===== src/rtl/isd_pkg.sv =====
// ----------------------------------------------------------------------------
// isd_pkg
// Shared types and constants for the descending insertion sorter.
// ----------------------------------------------------------------------------
package isd_pkg;

  localparam int VALUE_W       = 32;
  localparam int DEPTH_DEFAULT = 64;

  typedef logic signed [VALUE_W-1:0] value_t;

  // Command broadcast to every cell of the chain in the same cycle.
  typedef struct packed {
    logic insert;  // place the broadcast key, shifting smaller entries down
    logic drain;   // move every entry one place towards the head
  } cell_ctrl_t;

endpackage


===== src/rtl/isd_cell.sv =====
// ----------------------------------------------------------------------------
// isd_cell
// One place of the sorted chain: holds a value and compares it with the key.
// ----------------------------------------------------------------------------
module isd_cell (
  input  logic                clk,
  input  isd_pkg::cell_ctrl_t ctrl,
  input  isd_pkg::value_t     key,
  input  logic                occupied,
  input  logic                prev_keep,
  input  isd_pkg::value_t     prev_val,
  input  isd_pkg::value_t     next_val,
  output logic                keep,
  output isd_pkg::value_t     val
);

  // An occupied entry at least as large as the key stays, so equal values
  // keep their arrival order.
  assign keep = occupied && (val >= key);

  always_ff @(posedge clk) begin
    if (ctrl.insert && !keep) begin
      val <= prev_keep ? key : prev_val;
    end else if (ctrl.drain) begin
      val <= next_val;
    end
  end

endmodule


===== config.mk =====
export PLATFORM = sky130hd
export DESIGN_NAME = isd_cell
export DESIGN_NICKNAME = d
export VERILOG_FILES = /design/src/rtl/isd_pkg.sv /design/src/rtl/isd_cell.sv
export SDC_FILE = /design/constraint.sdc
export NUM_CORES = 1
export LEC_CHECK = 0
export BUFFER_PORTS_ARGS = -buffer_cell sky130_fd_sc_hd__clkbuf_2
export CAP_MARGIN = 20
export CORE_MARGIN = 4
export CORE_UTILIZATION = 50
export CTS_CLUSTER_DIAMETER = 50
export DETAILED_ROUTE_END_ITERATION = 8
export GPL_TIMING_DRIVEN = 1
export PLACE_DENSITY_LB_ADDON = 0.3
export SLEW_MARGIN = 20
export SYNTH_ARGS = -nofsm -noshare
export SYNTH_HDL_FRONTEND = slang
export SYNTH_SLANG_ARGS = --single-unit

===== constraint.sdc =====
create_clock -name clk -period 8 [get_ports clk]
set_clock_uncertainty 0.2 [all_clocks]
set_input_delay 0.4 -clock clk [delete_from_list [all_inputs] [get_ports clk]]
set_output_delay 0.4 -clock clk [all_outputs]
set_load 0.005 [all_outputs]

==> metrics <==
register area=961 sq um; cell family with most CP delay=compound AO/OA/AOI/OAI gates; CP cell instances=ha_1, a21oi_1, o21ai_0, a221oi_1, nor3b_2, a2111oi_2, a221oi_4, buf_4, nand2b_1, buf_4; DR iter-0 viols=67; Worst path max stage delay=0.47 ns; setup_tns=0 ns; xor/xnor cell area share of the yosys netlist=0.316%; Die Ht=82.4 um; status=finished, final reports clean; Total Routing Usage GR=18.7%; DP Worst Slack=4.21 ns; RR Startpoint=val[7]$_DFFE_PP_; most used cell, CP=buf_4; max-slew violations=0; I/O Pins=134; synthesized cell area=0.00277 sq mm; antenna violations before repair=0; Clock Path Buffers=2; Routed Wire Length=6270 um; area of the multi-input gates=0.00162 sq mm; DR pass1 iterations=4; CP Max Fanout=33; Remaining DRCs=0; combinational family with the most area after synthesis=multiplexers; YS warnings=0; Post-synth EDFFs=32; Syn-to-layout area delta=28.9%; H-tree depth=2; Clk Tree Root Cell=clkbuf_8; critical path class=reg -> reg; Placer Congestion=0.787; P_leak=1.86 nW; R2R depth=10; GRT overflow=0; Period minus WS final=3.63 ns; number of I/O port buffers=133; count leader, synth=inv_1; fin crit share=45.4%; RR Endpoint=val[10]$_DFFE_PP_; remaining antenna violation count=0; vias in the first global route=2155; first-pass GRT wire length=9470 um; post-CTS setup buffer count=0; pwr dens=182 mW/mm^2; worst relative slew slack=45.1%; DIE WIDTH=82.4 um; r2r setup slk=4.37 ns; Post-Synth Adder-Cell Area=14.5%; Synth area leader=edfxtp_1; Worst-path clk slew=0.07 ns; top cells by count, synth=inv_1, mux2_2, edfxtp_1, ha_1, mux2_4; WP depth=10; worst-margin pin slew=0.823 ns; largest net degree at the start of global routing=34; number of vias per cell=5.14; fin worst setup slack=4.37 ns; Critical Path Start Type=flip-flop; worst vdd ir=0.112 mV; leading registers by flop count=val (32); Clock Sinks=32; # resized after CTS=0; worst setup path start=val[7]$_DFFE_PP_; ratio of cells with drive above 1 in the final layout=56.8%; DR WL/cell=14.3 um; max cap viols=0; Async S/R FF share, synth=0%; required time of the worst setup path=7.75 ns; fill count=413; num rows=26; worst hold path type=in -> reg; Die ar.=0.00679 sq mm; hpwl dp=5150 um; CTS buffer count=5; Buf/Inv on CP=2; Slowest cell on crit path=a2111oi_2; hold_buf cts=0; Simple-Gate Fraction of Synth Area=7.32%; Cell variety after synth=30; Compound-Gate Fraction of Synth Area=6.60%; worst setup path end=val[10]$_DFFE_PP_; Starting Density=52.9%; Synth area leaders=edfxtp_1, mux2_4, ha_1; Yosys top cell area share=34.7%; vias=2251; Top reg by flops=val; CTS tree=yes; average cell area after synthesis=11.9 sq um; fin nets=500; number of diodes=0; Finish-stage setup viols=0; Crit. End Element=flip-flop; multiplexer share of the synthesized area=30.0%; max FFs per register=32; Final Hold Viols=0; RSZ-0062 raised after global routing=no; critical path arrival=3.38 ns; Core ar.=0.00524 sq mm; Post-DP Area=0.00349 sq mm; Post-synth top flop=edfxtp_1; Achievable Freq=275 MHz; Synth Register Bits=32; WHS Path Cells=2; Syn Inst Count=232; Skew-Pair Late Insertion Delay=0.29 ns; Final Util=68.1%; Syn Nets=365; post-synthesis sequential area ratio=34.7%; design area=0.00357 sq mm
==> power by group <==
group / switching, mW / internal (mW) / leakage (nW)
logic: 0.130 / 0.149 / 1.50
clock network: 0.0583 / 0.0605 / 0.0399
registers: 0.0197 / 0.233 / 0.324
total: 0.208 / 0.443 / 1.86
==> placed cells by master, fill, tap and decap left out, drive strengths merged, types with 2 or more instances in the layout <==
| cell | instances |
|---|---|
| inv | 36 |
| clkbuf | 140 |
| edfxtp | 32 |
| nand4 | 7 |
| a21oi | 17 |
| ha | 32 |
| nor4 | 2 |
| nor3 | 2 |
| nand3 | 5 |
| nand2 | 10 |
| buf | 2 |
| o21ai | 5 |
| mux2 | 64 |
| a221oi | 2 |
==> worst register-to-register path, stage by stage (launching register included) <==
cell	delay (ns)
edfxtp_1	0.42
ha_1	0.34
a21oi_1	0.15
o21ai_0	0.10
a221oi_1	0.38
nor3b_2	0.10
a2111oi_2	0.47
a221oi_4	0.05
buf_4	0.34
nand2b_1	0.33
buf_4	0.39
==> through the flow <==
step | total power [mW] | instances | hold WS [ns]
after floorplan | 0.444 | 232 | 0.417
after global placement | 0.531 | 430 | 0.501
after detailed placement | 0.539 | 430 | 0.505
after CTS | 0.659 | 438 | 0.208
after global routing | 0.698 | 438 | 0.202
final | 0.651 | 438 | 0.212
==> layout make-up <==
cell class | count | area share (%)
multi-input cells | 157 | 45.5
flip-flops and latches | 32 | 26.9
repair buffers | 135 | 19.1
inverters | 36 | 3.79
well taps | 70 | 2.45
clock buffers | 7 | 2.14
clock inverters | 1 | 0.105
==> layer usage <==
metal / wire length [um] / part of all wire [%] / global-route usage, %
met5: 0 / 0 / 0
met4: 87 / 1.4 / 6.98
met3: 508 / 8.1 / 5.21
met2: 3070 / 49 / 31.3
met1: 2600 / 41 / 22.8
==> how the worst min path moves through the flow <==
stage                            start                end  slack, ns
after floorplan           next_val[10]  val[10]$_DFFE_PP_       0.42
after global routing      next_val[30]  val[30]$_DFFE_PP_       0.20
final                     next_val[30]  val[30]$_DFFE_PP_       0.21
after global placement     next_val[2]   val[2]$_DFFE_PP_       0.50
after detailed placement  next_val[17]  val[17]$_DFFE_PP_       0.50
after CTS                 next_val[20]  val[20]$_DFFE_PP_       0.21
==> cell families (layout without fill, tap and decap cells) <==
kind of cell,after synthesis,count (layout)
multiplexers,64,64
buffers and inverters,43,179
adder cells (fa/ha/maj),32,32
flip-flops,32,32
AND/OR/NAND/NOR,32,32
AO/OA/AOI/OAI,28,28
XOR/XNOR,1,1
Note: power is estimated with default switching activity, not from simulation.
